`config.mk`:
```
export PLATFORM = sky130hd
export DESIGN_NAME = pitch_capture_to_note_servos_top
export DESIGN_NICKNAME = d
export VERILOG_FILES = /design/src/hdl/pcns_pkg.sv /design/src/hdl/pcns_regs.sv /design/src/hdl/pcns_div.sv /design/src/hdl/pitch_capture_to_note_servos_top.sv
export SDC_FILE = /design/constraint.sdc
export NUM_CORES = 1
export LEC_CHECK = 0
export CORE_MARGIN = 2
export CORE_UTILIZATION = 60
export CTS_BUF_LIST = sky130_fd_sc_hd__clkbuf_4
export DETAILED_ROUTE_END_ITERATION = 7
export DONT_BUFFER_PORTS = 1
export GPL_ROUTABILITY_DRIVEN = 0
export HOLD_SLACK_MARGIN = 0.06
export PLACE_DENSITY = 0.76
export SYNTH_ARGS = -nofsm -noshare
export SYNTH_HDL_FRONTEND = slang
export SYNTH_HIERARCHICAL = 1
export SYNTH_SLANG_ARGS = --single-unit
```
`constraint.sdc`:
```
create_clock -name clk_i -period 6.22 [get_ports clk_i]
set_input_delay 0.622 -clock clk_i [delete_from_list [all_inputs] [get_ports clk_i]]
set_output_delay 0.622 -clock clk_i [all_outputs]
set_load 0.005 [all_outputs]
```
`src/hdl/pcns_pkg.sv`:
```
`timescale 1ns / 1ps
// ----------------------------------------------------------------------------
// pcns_pkg
// Shared types and constants for the pitch capture to note servo block.
// ----------------------------------------------------------------------------
package pcns_pkg;

  localparam int NOTE_COUNT    = 7;
  localparam int NOTES_DEFINED = 7;
  localparam int BANDS_USED    = (NOTE_COUNT > NOTES_DEFINED) ? NOTES_DEFINED :
                                 ((NOTE_COUNT < 1) ? 1 : NOTE_COUNT);
  localparam int HOLES         = 7;
  localparam int NOTE_W        = 3;
  localparam int FREQ_W        = 27;
  localparam int TOL_W         = 10;
  localparam int EXTRA_W       = 12;
  localparam int POS_W         = 10;
  localparam int BAND_W        = 13;
  localparam int APB_ADDR_W    = 5;
  localparam int APB_DATA_W    = 32;

  localparam logic [NOTE_W-1:0] LAST_BAND      = NOTE_W'(BANDS_USED - 1);
  localparam logic [HOLES-1:0]  FRONT_ROW_MASK = 7'h2b;

  typedef enum logic [2:0] {
    REG_REF_CLOCK   = 3'd0,
    REG_TOL_BELOW   = 3'd1,
    REG_TOL_ABOVE   = 3'd2,
    REG_TOP_EXTRA   = 3'd3,
    REG_FRONT_CLOSE = 3'd4,
    REG_FRONT_OPEN  = 3'd5,
    REG_BACK_CLOSE  = 3'd6,
    REG_BACK_OPEN   = 3'd7
  } reg_idx_e;

  typedef struct packed {
    logic [FREQ_W-1:0]  ref_clock;
    logic [TOL_W-1:0]   tol_below;
    logic [TOL_W-1:0]   tol_above;
    logic [EXTRA_W-1:0] top_extra;
    logic [POS_W-1:0]   front_close;
    logic [POS_W-1:0]   front_open;
    logic [POS_W-1:0]   back_close;
    logic [POS_W-1:0]   back_open;
  } cfg_t;

  function automatic logic [BAND_W-1:0] centre_hz(input logic [NOTE_W-1:0] note);
    logic [BAND_W-1:0] c;
    case (note)
      3'd0:    c = 13'd1500;
      3'd1:    c = 13'd1750;
      3'd2:    c = 13'd1890;
      3'd3:    c = 13'd1975;
      3'd4:    c = 13'd2100;
      3'd5:    c = 13'd2225;
      3'd6:    c = 13'd2325;
      default: c = 13'd1500;
    endcase
    return c;
  endfunction

  // bit h set: hole h closed
  function automatic logic [HOLES-1:0] closed_holes(input logic [NOTE_W-1:0] note);
    logic [HOLES-1:0] m;
    case (note)
      3'd0:    m = 7'h7f;
      3'd1:    m = 7'h3f;
      3'd2:    m = 7'h1f;
      3'd3:    m = 7'h6f;
      3'd4:    m = 7'h07;
      3'd5:    m = 7'h03;
      3'd6:    m = 7'h00;
      default: m = 7'h7f;
    endcase
    return m;
  endfunction

endpackage

```
`src/hdl/pcns_regs.sv`:
```
`timescale 1ns / 1ps
// ----------------------------------------------------------------------------
// pcns_regs
// APB register file holding reference clock, band and servo position settings.
// ----------------------------------------------------------------------------
module pcns_regs import pcns_pkg::*; (
  input  logic                  clk_i,
  input  logic                  rst_ni,
  input  logic                  psel,
  input  logic                  penable,
  input  logic                  pwrite,
  input  logic [APB_ADDR_W-1:0] paddr,
  input  logic [APB_DATA_W-1:0] pwdata,
  output logic [APB_DATA_W-1:0] prdata,
  output logic                  pready,
  output cfg_t                  cfg_o
);

  cfg_t     cfg_q;
  reg_idx_e idx;
  logic     wr_en;

  assign idx    = reg_idx_e'(paddr[4:2]);
  assign wr_en  = psel & penable & pwrite;
  assign pready = 1'b1;
  assign cfg_o  = cfg_q;

  always_ff @(posedge clk_i or negedge rst_ni) begin
    if (!rst_ni) begin
      cfg_q.ref_clock   <= 27'd72000000;
      cfg_q.tol_below   <= 10'd50;
      cfg_q.tol_above   <= 10'd50;
      cfg_q.top_extra   <= 12'd400;
      cfg_q.front_close <= 10'd40;
      cfg_q.front_open  <= 10'd25;
      cfg_q.back_close  <= 10'd25;
      cfg_q.back_open   <= 10'd40;
    end else if (wr_en) begin
      case (idx)
        REG_REF_CLOCK:   cfg_q.ref_clock   <= pwdata[FREQ_W-1:0];
        REG_TOL_BELOW:   cfg_q.tol_below   <= pwdata[TOL_W-1:0];
        REG_TOL_ABOVE:   cfg_q.tol_above   <= pwdata[TOL_W-1:0];
        REG_TOP_EXTRA:   cfg_q.top_extra   <= pwdata[EXTRA_W-1:0];
        REG_FRONT_CLOSE: cfg_q.front_close <= pwdata[POS_W-1:0];
        REG_FRONT_OPEN:  cfg_q.front_open  <= pwdata[POS_W-1:0];
        REG_BACK_CLOSE:  cfg_q.back_close  <= pwdata[POS_W-1:0];
        REG_BACK_OPEN:   cfg_q.back_open   <= pwdata[POS_W-1:0];
        default: ;
      endcase
    end
  end

  always_comb begin
    case (idx)
      REG_REF_CLOCK:   prdata = APB_DATA_W'(cfg_q.ref_clock);
      REG_TOL_BELOW:   prdata = APB_DATA_W'(cfg_q.tol_below);
      REG_TOL_ABOVE:   prdata = APB_DATA_W'(cfg_q.tol_above);
      REG_TOP_EXTRA:   prdata = APB_DATA_W'(cfg_q.top_extra);
      REG_FRONT_CLOSE: prdata = APB_DATA_W'(cfg_q.front_close);
      REG_FRONT_OPEN:  prdata = APB_DATA_W'(cfg_q.front_open);
      REG_BACK_CLOSE:  prdata = APB_DATA_W'(cfg_q.back_close);
      REG_BACK_OPEN:   prdata = APB_DATA_W'(cfg_q.back_open);
      default:         prdata = '0;
    endcase
  end

endmodule

```
`src/hdl/pcns_div.sv`:
```
`timescale 1ns / 1ps
// ----------------------------------------------------------------------------
// pcns_div
// Restoring divider, one quotient bit per cycle through a shared subtractor.
// ----------------------------------------------------------------------------
module pcns_div import pcns_pkg::*; #(
  parameter int DIVISOR_W = 16
) (
  input  logic                 clk_i,
  input  logic                 rst_ni,
  input  logic                 start_i,
  input  logic [FREQ_W-1:0]    dividend_i,
  input  logic [DIVISOR_W-1:0] divisor_i,
  output logic                 done_o,
  output logic [FREQ_W-1:0]    quotient_o
);

  localparam int CNT_W = $clog2(FREQ_W + 1);

  logic                 busy_q;
  logic                 done_q;
  logic [CNT_W-1:0]     cnt_q;
  logic [DIVISOR_W-1:0] rem_q;
  logic [DIVISOR_W-1:0] rem_d;
  logic [DIVISOR_W-1:0] divisor_q;
  logic [FREQ_W-1:0]    quo_q;
  logic [DIVISOR_W:0]   rem_sh;
  logic [DIVISOR_W:0]   rem_sub;
  logic                 ge;

  always_comb begin
    rem_sh  = {rem_q, quo_q[FREQ_W-1]};
    rem_sub = rem_sh - {1'b0, divisor_q};
    ge      = (rem_sh >= {1'b0, divisor_q});
    rem_d   = ge ? rem_sub[DIVISOR_W-1:0] : rem_sh[DIVISOR_W-1:0];
  end

  always_ff @(posedge clk_i or negedge rst_ni) begin
    if (!rst_ni) begin
      busy_q <= 1'b0;
      done_q <= 1'b0;
      cnt_q  <= '0;
    end else begin
      done_q <= busy_q & ~start_i & (cnt_q == CNT_W'(1));
      if (start_i) begin
        busy_q <= 1'b1;
        cnt_q  <= CNT_W'(FREQ_W);
      end else if (busy_q) begin
        cnt_q <= cnt_q - CNT_W'(1);
        if (cnt_q == CNT_W'(1)) begin
          busy_q <= 1'b0;
        end
      end
    end
  end

  always_ff @(posedge clk_i) begin
    if (start_i) begin
      quo_q     <= dividend_i;
      rem_q     <= '0;
      divisor_q <= divisor_i;
    end else if (busy_q) begin
      quo_q <= {quo_q[FREQ_W-2:0], ge};
      rem_q <= rem_d;
    end
  end

  assign done_o     = done_q;
  assign quotient_o = quo_q;

endmodule

```
`src/hdl/pitch_capture_to_note_servos_top.sv`:
```
`timescale 1ns / 1ps
// ----------------------------------------------------------------------------
// pitch_capture_to_note_servos_top
// Period from capture pairs, iterative frequency divide, note band scan and
// servo position lookup.
// ----------------------------------------------------------------------------
//  channel   direction  handshake                  payload
//  input     in         in_valid_i / in_stall_o    capture_value_i
//  output    out        out_valid_o / out_stall_i  note_index_o, measured_freq_o,
//                                                  band_hit_o, servo_0_o..servo_6_o
//  config    in         psel/penable/pwrite/pready paddr, pwdata, prdata
//
//  first word of a pair: stored as the first edge, no result
//  second word: the bit-serial divider forms 27 quotient bits and raises done,
//  then one band is tested per cycle (1 to 7), then the output register is loaded
//  once it is free to take the result
//  zero period skips the divider and band scan and goes straight to the output load
//  in_stall_o is high from the second word until the result is in the output
//  register; a stalled output holds the result and delays the next one only
//  async active-low reset sets all settings, control and output state to defaults
// ----------------------------------------------------------------------------
module pitch_capture_to_note_servos_top import pcns_pkg::*; #(
  parameter int TIMER_BITS = 16
) (
  input  logic                  clk_i,
  input  logic                  rst_ni,
  input  logic                  in_valid_i,
  output logic                  in_stall_o,
  input  logic [TIMER_BITS-1:0] capture_value_i,
  output logic                  out_valid_o,
  input  logic                  out_stall_i,
  output logic [NOTE_W-1:0]     note_index_o,
  output logic [FREQ_W-1:0]     measured_freq_o,
  output logic                  band_hit_o,
  output logic [POS_W-1:0]      servo_0_o,
  output logic [POS_W-1:0]      servo_1_o,
  output logic [POS_W-1:0]      servo_2_o,
  output logic [POS_W-1:0]      servo_3_o,
  output logic [POS_W-1:0]      servo_4_o,
  output logic [POS_W-1:0]      servo_5_o,
  output logic [POS_W-1:0]      servo_6_o,
  input  logic                  psel,
  input  logic                  penable,
  input  logic                  pwrite,
  input  logic [APB_ADDR_W-1:0] paddr,
  input  logic [APB_DATA_W-1:0] pwdata,
  output logic [APB_DATA_W-1:0] prdata,
  output logic                  pready
);

  typedef enum logic [1:0] {
    ST_IDLE,
    ST_DIV,
    ST_BAND,
    ST_EMIT
  } state_e;

  cfg_t                  cfg;
  state_e                state_q;
  logic                  have_first_q;
  logic [TIMER_BITS-1:0] first_edge_q;
  logic [TIMER_BITS-1:0] last_period_q;
  logic [TIMER_BITS-1:0] diff;
  logic [TIMER_BITS-1:0] period_d;
  logic [NOTE_W-1:0]     held_note_q;
  logic [NOTE_W-1:0]     band_q;
  logic                  hit_q;
  logic                  zero_per_q;
  logic                  accept;
  logic                  div_start;
  logic                  div_done;
  logic [FREQ_W-1:0]     quotient;
  logic [BAND_W-1:0]     lo;
  logic [BAND_W-1:0]     hi;
  logic                  match;
  logic                  load_out;
  logic [HOLES-1:0]      closed;
  logic [POS_W-1:0]      servo_d [HOLES];
  logic [POS_W-1:0]      servo_q [HOLES];
  logic                  out_valid_q;
  logic [NOTE_W-1:0]     note_q;
  logic [FREQ_W-1:0]     freq_q;
  logic                  band_hit_q;

  pcns_regs u_regs (
    .clk_i   (clk_i),
    .rst_ni  (rst_ni),
    .psel    (psel),
    .penable (penable),
    .pwrite  (pwrite),
    .paddr   (paddr),
    .pwdata  (pwdata),
    .prdata  (prdata),
    .pready  (pready),
    .cfg_o   (cfg)
  );

  pcns_div #(
    .DIVISOR_W (TIMER_BITS)
  ) u_div (
    .clk_i      (clk_i),
    .rst_ni     (rst_ni),
    .start_i    (div_start),
    .dividend_i (cfg.ref_clock),
    .divisor_i  (period_d),
    .done_o     (div_done),
    .quotient_o (quotient)
  );

  assign in_stall_o = (state_q != ST_IDLE);
  assign accept     = in_valid_i & ~in_stall_o;
  assign diff       = capture_value_i - first_edge_q;
  assign period_d   = (diff != '0) ? diff : last_period_q;
  assign div_start  = accept & have_first_q & (period_d != '0);
  assign load_out   = (state_q == ST_EMIT) & (~out_valid_q | ~out_stall_i);

  // band edges for the band under test
  always_comb begin
    lo    = centre_hz(band_q) - BAND_W'(cfg.tol_below);
    hi    = centre_hz(band_q) + BAND_W'(cfg.tol_above) +
            ((band_q == LAST_BAND) ? BAND_W'(cfg.top_extra) : '0);
    match = (FREQ_W'(lo) <= quotient) && (quotient <= FREQ_W'(hi));
  end

  always_comb begin
    closed = closed_holes(held_note_q);
    for (int h = 0; h < HOLES; h++) begin
      if (FRONT_ROW_MASK[h]) begin
        servo_d[h] = closed[h] ? cfg.front_close : cfg.front_open;
      end else begin
        servo_d[h] = closed[h] ? cfg.back_close : cfg.back_open;
      end
    end
  end

  always_ff @(posedge clk_i) begin
    if (accept && !have_first_q) begin
      first_edge_q <= capture_value_i;
    end
  end

  always_ff @(posedge clk_i or negedge rst_ni) begin
    if (!rst_ni) begin
      state_q       <= ST_IDLE;
      have_first_q  <= 1'b0;
      last_period_q <= '0;
      held_note_q   <= '0;
      band_q        <= '0;
      hit_q         <= 1'b0;
      zero_per_q    <= 1'b0;
      out_valid_q   <= 1'b0;
      note_q        <= '0;
      freq_q        <= '0;
      band_hit_q    <= 1'b0;
      for (int h = 0; h < HOLES; h++) begin
        servo_q[h] <= '0;
      end
    end else begin
      if (load_out) begin
        out_valid_q <= 1'b1;
      end else if (out_valid_q && !out_stall_i) begin
        out_valid_q <= 1'b0;
      end
      case (state_q)
        ST_IDLE: begin
          if (accept) begin
            have_first_q <= ~have_first_q;
            if (have_first_q) begin
              last_period_q <= period_d;
              band_q        <= '0;
              hit_q         <= 1'b0;
              zero_per_q    <= (period_d == '0);
              state_q       <= (period_d == '0) ? ST_EMIT : ST_DIV;
            end
          end
        end
        ST_DIV: begin
          if (div_done) begin
            state_q <= ST_BAND;
          end
        end
        ST_BAND: begin
          if (match) begin
            held_note_q <= band_q;
            hit_q       <= 1'b1;
            state_q     <= ST_EMIT;
          end else if (band_q == LAST_BAND) begin
            state_q <= ST_EMIT;
          end else begin
            band_q <= band_q + NOTE_W'(1);
          end
        end
        ST_EMIT: begin
          if (load_out) begin
            note_q      <= held_note_q;
            freq_q      <= zero_per_q ? '0 : quotient;
            band_hit_q  <= hit_q;
            for (int h = 0; h < HOLES; h++) begin
              servo_q[h] <= servo_d[h];
            end
            state_q <= ST_IDLE;
          end
        end
        default: state_q <= ST_IDLE;
      endcase
    end
  end

  assign out_valid_o     = out_valid_q;
  assign note_index_o    = note_q;
  assign measured_freq_o = freq_q;
  assign band_hit_o      = band_hit_q;
  assign servo_0_o       = servo_q[0];
  assign servo_1_o       = servo_q[1];
  assign servo_2_o       = servo_q[2];
  assign servo_3_o       = servo_q[3];
  assign servo_4_o       = servo_q[4];
  assign servo_5_o       = servo_q[5];
  assign servo_6_o       = servo_q[6];

endmodule
```
Yosys cells after proc, flatten, opt, wreduce, memory -nomap -nowiden
Index checks and enable logic that the tools add are counted. Widths: inputs -> output; s select.

$add $sub $neg: 7. Multiply operators: 0. Div/mod/pow operators: 0. Order comparisons: 3. Equality and inequality tests: 31. Shifts and indexed selects: 0. Multiplexer cells: 40. Bitwise gates (word level): 14. Reduce and logical (&&, ||, !) cells: 29.

Operator list (number): $pmux 32 s8 (1); $mux 27 (3); $pmux 12 s6 (1); $mux 10 (7); $pmux 7 s6 (1); $mux 16 (2); $reduce_bool 16->1 (2); $sub 16x16->16 (2); $eq 3x3->1 const B (10); $le 13x27->1 (1); $le 27x13->1 (1); $reduce_and 2->1 (11); $eq 3x2->1 const B (6); $ge 17x16->1 (1); $logic_not 16->1 (1); $mux 2 (7); $add 13x10->13 (1); $add 13x12->13 (1); $sub 13x10->13 (1); $mux 12 (1); $mux 3 (4); $ne 2x2->1 const B (6); $mux 5 (2); $reduce_and 5->1 (2); 22 further kinds (49).

Register bits: 310. Latch bits: 0. Bits in writable memories: 0. ROM bits: 0. Bits of input ports: 60. Output and inout bits: 136. Word-level logic and storage cells: 157. Memories kept: 0.

Longest topological paths before layout
Gate-level depths: netlist of run 1.

Word-level depth: 8. Mapped depth: 27. Depth with buffers taken out: 27.

Hierarchy
Netlist of run 1, hierarchy kept.

Modules (own cells, without submodules): pitch_capture_to_note_servos_top (times used 1, cells each 972, area each 9078.7 um^2, seq. area each 3458.3 um^2); pcns_regs (times used 1, cells each 338, area each 4687.0 um^2, seq. area each 2509.9 um^2); pcns_div (times used 1, cells each 306, area each 3518.4 um^2, seq. area each 1786.7 um^2).

Least setup slack after synthesis of run 1
Ideal clock, no wire load.

Kind: input -> register. Start point: input port capture_value_i[0]. End point: register u_div.quo_q[0] (netlist: u_div/quotient_o[0]) (enable). Arrival time: 4.721 ns. Setup slack: 1.054 ns. Cell stages on the path: 15. Buffers on the path: 2. Cells stage by stage: inv_1 > ha_1 > fa_1 > nor2b_1 > o21a_1 > o21a_1 > nor2_1 > or4b_1 > or4_1 > nor4b_4 > buf_4 > a21oi_1 > inv_1 > clkbuf_1 > nand2_1.

Word-level cells in the longest chain between the ends: 6.

RTL lines: start: declaration (RTL line pitch_capture_to_note_servos_top.sv:29) `input logic [TIMER_BITS-1:0] capture_value_i,`; $sub 16x16->16 (*) (RTL line pitch_capture_to_note_servos_top.sv:112) `assign diff = capture_value_i - first_edge_q;`; $reduce_bool 16->1 (RTL line pitch_capture_to_note_servos_top.sv:113) `assign period_d = (diff != '0) ? diff : last_period_q;`; $mux 16 (*) (RTL line pitch_capture_to_note_servos_top.sv:113); $reduce_bool 16->1 (*) (RTL line pitch_capture_to_note_servos_top.sv:114) `assign div_start = accept & have_first_q & (period_d != '0);`; $and 1x1->1 (*) (RTL line pitch_capture_to_note_servos_top.sv:114); via div_start (RTL line pitch_capture_to_note_servos_top.sv:70) `logic div_start;`; $reduce_bool 2->1 (no source line) (*); end signal: assignment (RTL line pcns_div.sv:59) `quo_q <= dividend_i;`; end signal: assignment (RTL line pcns_div.sv:63) `quo_q <= {quo_q[FREQ_W-2:0], ge};`; end: declaration (RTL line pcns_div.sv:26) `logic [FREQ_W-1:0] quo_q;`.

The timed path passes the listed nets; every way through them passes the cells marked *. A chain may end at the register's enable or synchronous reset.

Worst setup path after layout of run 1
Start point: register band_q[2]. End point: register state_q[1].

Word-level cells in the longest chain between the ends: 8. Elaborated cells on any way between the ends: 18. Those cells by class: add/sub: 3; order compare: 2; eq/ne: 7; mux: 4; reduce/logical: 2.

RTL lines: start: declaration (RTL line pitch_capture_to_note_servos_top.sv:66) `logic [NOTE_W-1:0] band_q;`; start signal: assignment (RTL line pitch_capture_to_note_servos_top.sv:190) `band_q <= band_q + NOTE_W'(1);`; $eq 3x3->1 (tied with other cells) (RTL line pcns_pkg.sv:49, pitch_capture_to_note_servos_top.sv:121, pitch_capture_to_note_servos_top.sv:187); $pmux 12 s6 (RTL line pcns_pkg.sv:49) `case (note)`; $add 13x10->13 (RTL line pitch_capture_to_note_servos_top.sv:120) `hi = centre_hz(band_q) + BAND_W'(cfg.tol_above) +`; $add 13x12->13 (RTL line pitch_capture_to_note_servos_top.sv:120); $le 27x13->1 (RTL line pitch_capture_to_note_servos_top.sv:122) `match = (FREQ_W'(lo) <= quotient) && (quotient <= FREQ_W'(hi));`; $logic_and 1x1->1 (RTL line pitch_capture_to_note_servos_top.sv:122); $ne 3x3->1 (no source line) or $mux 2 (tied branches); $reduce_and 5->1 (no source line) or $pmux 2 s4 (tied branches); end signal: assignment (RTL line pitch_capture_to_note_servos_top.sv:173) `state_q <= (period_d == '0) ? ST_EMIT : ST_DIV;`; end: declaration (RTL line pitch_capture_to_note_servos_top.sv:59) `state_e state_q;`.

Parallel ways exist; a longest one is shown, timed or not.

==> impl_metrics.yaml, run 1 <==
status:
  status: "complete, no violations"
logic_synthesis:
  yosys.area_share.simple: 0.111
  synth_edf_count: 59
  synthCells: 1616
  ys_types: 95
  syn_area_um2: 17300
  yosys-top-cells-area: "dfrtp_1 29%, edfxtp_1 10%, mux2_2 7.1%, ha_1 6.5%, mux2i_1 5.9%"
  synthMostInstantiatedCell: "dfrtp_1"
  synthMuxAreaShare: 0.148
  ys.warnings.count: 6
  synth_top_family_by_area: "multiplexers"
  synth_compound_area_frac: 0.135
  synth_fa_ha_area_frac: 0.0819
  synth_seq_cells: 300
  async_flop_share: 0.750
  yosys.area.top_type: "dfrtp_1"
  synth-xor-area-share: 0.0223
  synthFlopType: "dfrtp_1"
  syn_avg_cell_area_um2: 10.7
  synth.yosys.seq_area_share: 0.449
  yosys.area.top_type_share: 0.288
  synthTopCellsByCount: "199 x dfrtp_1, 158 x nand2_1, 116 x o21ai_0"
pwr:
  p_switching_mw: 3.88
  p_seq_frac: 0.354
  combPwrFrac: 0.453
  sw_frac_of_total: 0.404
  vdd.ir_drop.worst_uv: 320
  p_per_area_nw_per_um2: 507
  internal-power_mw: 5.73
  p_total_mw: 9.62
  p_leak_nw: 8.81
  pwr-share-clk: 0.193
die:
  core.rowCount: 62
  die_width_um: 174
  core_area_um2: 28500
  dieHeight_um: 174
  ios: 196
  start_util: 0.605
  die_area_um2: 30200
placed_design:
  pre_cts_ws_ns: 0.424
  dp_hpwl_um: 29700
  dpl.cell_count: 1928
  portBuffers: 0
cts:
  cts_max_level: 3
  clock-root-buffer: "clkbuf_4"
  cts.sinks: 300
  cts_inserted_buffers: 81
  cts_buffer_depth: 3
  post_cts_buffers: 0
  cts.reportedPaths.clkPinSlew_ns: 0.07
  tritoncts: "done"
  worstSkewPairLatency_ns: 0.70
grt:
  antenna_found_initial: 1
  grt_pass1_vias: 12700
  track_usage: 0.281
  grt_pass1_wl_um: 67800
  grt_max_degree: 226
  grt_overflow_total: 0
layout:
  stdcell_count: 2123
  nets: 1835
  fin_util: 0.665
  layout-drive-gt1-share: 0.201
  synthToLayoutAreaGrowth_pct: 9.82
worst_setup_path:
  cp.arrival_ns: 6.24
  critPathKind: "flip-flop to flip-flop"
  cp_max_fo: 16
  crit_chain: "inv_1 -> ha_1 -> or2_2 -> inv_1 -> fa_1 -> inv_1 -> ha_1 -> a21o_1 -> a21oi_1 -> nor2b_1 -> o211ai_1 -> nand2_1 -> a41oi_1 -> nand2b_1 -> xnor2_1 -> ha_1 -> o21a_1 -> o211ai_1 -> o21ai_0 -> a21oi_2 -> o21ai_1 -> a31oi_2 -> mux2i_1 -> a41o_1"
  start_kind: "flip-flop"
  end_kind: "flip-flop"
  cpPeakStageDelay_ns: 0.64
  slowest_stage: "dfrtp_1"
  crit_required_ns: 6.79
sta:
  max_freq_mhz: 176
  slew_violations: 0
  rsz0062_at_grt: "false"
  setup_tns_ns: 0
  worst_pin_slew_ns: 1.27
  setup_ws_ns: 0.551
  min_period_ns: 5.67
  hold_viol: 0
  period_share: 0.911
  slew_headroom: 0.149
  skew_ns: 0.0489
  finalSetupViolations: 0
route:
  drt_iter0_drc: 932
  wl_um: 42300
  vias: 12600
  firstDrtPassIters: 6
  routed_via_density: 5.93
  wl_per_cell_um: 19.9
  ant_nets: 0
  drc: 0
flow_run:
  cap_violations: 0
min_path:
  hold_path.class: "primary input to asynchronous set/reset pin"
[through the flow]
step	hold slack (ns)	instance area [um^2]
after floorplan	0.326	17300
after global placement	0.331	17400
after detailed placement	0.331	17400
after CTS	0.0604	19000
after global routing	0.0624	19000
final	0.0174	19000
[timing repair]
item                       CTS  global route
hold buffers                44             0
hold endpoints to repair   313             0
resized for setup            0             5
setup endpoints to repair    0             3
[final timing paths]
path	depth (start not counted)	slack, ns	to	from
max in group asynchronous	1	5.30	measured_freq_o[11]	rst_ni
min	1	0.02	servo_5_o[4]	rst_ni
min reg2reg	2	0.50	u_div/rem_q[1]	u_div/rem_q[1]
max reg2reg	24	0.55	state_q[1]	band_q[2]
min in group clk_i	1	0.10	u_regs/cfg_o[26]	pwdata[6]
max	24	0.55	state_q[1]	band_q[2]
[kinds of logic after synthesis]
family,count (synthesis)
AOI/OAI and AO/OA,347
adders and majority gates,105
DFF,300
and+or+nand+nor,389
xor gates and xnor gates,44
buffers and inverters,196
muxes,232
other,3
[critical path, delay by kind of cell, from the launching register on]
family / cells / cell delay (ns)
AO/OA/AOI/OAI: 11 / 2.28
adder cells (fa/ha/maj): 4 / 1.35
AND/OR/NAND/NOR: 4 / 0.65
flip-flops: 1 / 0.64
buffers and inverters: 3 / 0.41
XOR/XNOR: 1 / 0.14
multiplexers: 1 / 0.12
[placed cells by master (no fill, tap or decap), types with 20 or more instances in the layout]
master	count
mux2_2	109
o21ai_0	115
dfstp_2	26
nand3_1	21
nor2_1	68
mux2i_1	102
nand2_1	157
a21oi_1	43
edfxtp_1	59
mux2_4	20
dlygate4sd3_1	43
xnor2_1	29
inv_1	109
clkbuf_4	134
a21o_1	22
nand2b_1	25
ha_1	90
a211oi_1	29
dfrtp_1	199
[power by group through the flow]
stage | logic, mW | registers [mW] | clock network (mW)
floorplan | 3.52 | 3.16 | 0
global placement | 4.07 | 3.41 | 0
detailed placement | 4.22 | 3.44 | 0
CTS | 4.30 | 3.40 | 1.90
global route | 4.91 | 3.49 | 2.00
finish | 4.36 | 3.41 | 1.85
[sequential cells by signal, summed over array words and instances (netlist names), 16 cells and up]
| register | cells |
|---|---|
| u_div/rem_q | 16 |
| first_edge_q | 16 |
| u_regs/cfg_o | 99 |
| u_div/quotient_o | 27 |
| last_period_q | 16 |
| measured_freq_o | 27 |
| u_div/divisor_q | 16 |
[layer usage]
layer	global-route usage	share of wire
met4	0.114	0.035
met3	0.0660	0.069
met2	0.472	0.49
met1	0.352	0.41
met5	0	0
[area by class of cell]
| type | instances | area [um^2] |
|---|---|---|
| fill | 2225 | 9570 |
| multi-input combinational | 1124 | 8680 |
| sequential | 300 | 7750 |
| clock buffer | 134 | 1010 |
| timing repair buffer | 55 | 541 |
| tap | 384 | 480 |
| inverter | 109 | 409 |
| clock inverter | 16 | 108 |
| antenna | 1 | 2.50 |
(Power assumes the default switching activity.)
==> inputs of run 2 (changes only) <==
--- a/config.mk
+++ b/config.mk
@@ -13,6 +13,7 @@
 export GPL_ROUTABILITY_DRIVEN = 0
 export HOLD_SLACK_MARGIN = 0.06
 export PLACE_DENSITY = 0.76
+export RECOVER_POWER = 100
 export SYNTH_ARGS = -nofsm -noshare
 export SYNTH_HDL_FRONTEND = slang
 export SYNTH_HIERARCHICAL = 1
==> impl_metrics.yaml, run 2 (synthesized netlist as in run 1, its figures left out) <==
layout:
  largest_register_ffs: 99
  final_cell_mix: "199 x dfrtp_1, 158 x nand2_1, 135 x clkbuf_4"
  multi_input_area_um2: 8520
  nets: 1835
  layout-drive-gt1-share: 0.180
  stdcell_count: 2123
  seqCellArea_um2: 7750
  final_common_cell: "dfrtp_1"
  stdcell_area_um2: 18800
  synthToLayoutAreaGrowth_pct: 8.69
  fillers: 2272
  fin_util: 0.658
worst_setup_path:
  slowest_stage: "a21oi_1"
  crit_required_ns: 6.57
  critPathKind: "flip-flop to flip-flop"
  crit_chain: "inv_1 -> ha_1 -> nor2b_1 -> o31ai_1 -> a21oi_1 -> o21ai_0 -> xnor2_1 -> nor2_1 -> nor4b_1 -> clkbuf_1 -> a21oi_1 -> inv_1 -> nand2_1 -> clkbuf_4"
  cpPeakStageDelay_ns: 1.39
  cp.arrival_ns: 6.11
  start_kind: "flip-flop"
  end_kind: "flip-flop"
  cp_max_fo: 19
placed_design:
  dp_hpwl_um: 29700
  pre_cts_ws_ns: 0.424
  place_area_um2: 17400
  dpl.cell_count: 1928
  portBuffers: 0
status:
  violations: "capacitance limit, slew limit"
  status: "complete, but fails checks"
cts:
  cts.reportedPaths.clkPinSlew_ns: 0.06
  clock-root-buffer: "clkbuf_4"
  cts.sinks: 300
  cts_max_level: 3
  cts_buffer_depth: 3
  worstSkewPairLatency_ns: 0.70
  cts_inserted_buffers: 81
  post_cts_buffers: 0
  tritoncts: "done"
die:
  ios: 196
  dieHeight_um: 174
  die_area_um2: 30200
  core.rowCount: 62
  die_width_um: 174
  core_area_um2: 28500
  start_util: 0.605
sta:
  min_period_ns: 5.76
  period_share: 0.927
  worst_pin_slew_ns: 5.60
  hold_slack_ns: 0.0981
  finalSetupViolations: 0
  skew_ns: 0.0450
  slew_headroom: -2.73
  slew_violations: 487
  setup_tns_ns: 0
  max_freq_mhz: 173
  rsz0062_at_grt: "false"
  hold_viol: 0
  setup_ws_ns: 0.456
grt:
  grt_max_degree: 226
  grt_pass1_vias: 12700
  grt_overflow_total: 0
  grt_pass1_wl_um: 67800
  antenna_found_initial: 1
  track_usage: 0.281
route:
  drc: 0
  vias: 12700
  routed_via_density: 5.98
  wl_um: 42300
  ant_nets: 0
  drt_iter0_drc: 892
  wl_per_cell_um: 19.9
  firstDrtPassIters: 6
pwr:
  vdd.ir_drop.worst_uv: 323
  p_total_mw: 9.58
  p_per_area_nw_per_um2: 510
  p_leak_nw: 8.66
flow_run:
  cap_violations: 7
min_path:
  hold_path.class: "primary input to flip-flop"
## run 2: timing repair
item	in CTS	in global routing
endpoints found under the setup margin	0	3
hold endpoints to repair	313	0
hold buffers	44	0
resized for setup	0	5
## run 2: final timing paths
| path | end | slack, ns | depth (start not counted) | from |
|---|---|---|---|---|
| hold / removal | u_regs/cfg_o[26] | 0.1 | 1 | pwdata[6] |
| hold reg to reg | u_div/rem_q[1] | 0.50 | 2 | u_div/rem_q[1] |
| setup reg to reg | u_div/quotient_o[25] | 0.46 | 14 | first_edge_q[2] |
| setup / recovery | u_div/quotient_o[25] | 0.46 | 14 | first_edge_q[2] |
| min in group asynchronous | servo_5_o[8] | 1.83 | 1 | rst_ni |
| max in group asynchronous | measured_freq_o[4] | 0.99 | 1 | rst_ni |
## run 2: layout make-up
cell class / instances / area share
Multi-Input combinational cell: 1124 / 0.453
Sequential cell: 300 / 0.413
Clock buffer: 134 / 0.0535
Timing Repair Buffer: 55 / 0.0270
Tap cell: 384 / 0.0256
Inverter: 109 / 0.0218
Clock inverter: 16 / 0.00573
Antenna cell: 1 / 0.000133
## run 2: critical path: cells and delay by family (launching register included)
family / cells / cell delay [ns]
AOI/OAI and AO/OA: 4 / 2.39
DFF: 1 / 0.38
xor gates and xnor gates: 1 / 0.29
and+or+nand+nor: 4 / 0.68
adders and majority gates: 1 / 0.27
buffers and inverters: 4 / 1.40
## run 2: layer usage
metal  GRT usage  routed length [um]
met5           0                   0
met3      0.0660                2820
met1       0.352               17200
met2       0.472               20700
met4       0.114                1520
## run 2: power breakdown
group          internal [mW]  switching, mW
Clock                   1.02          0.836
Combinational           1.94           2.38
Sequential              2.76          0.649
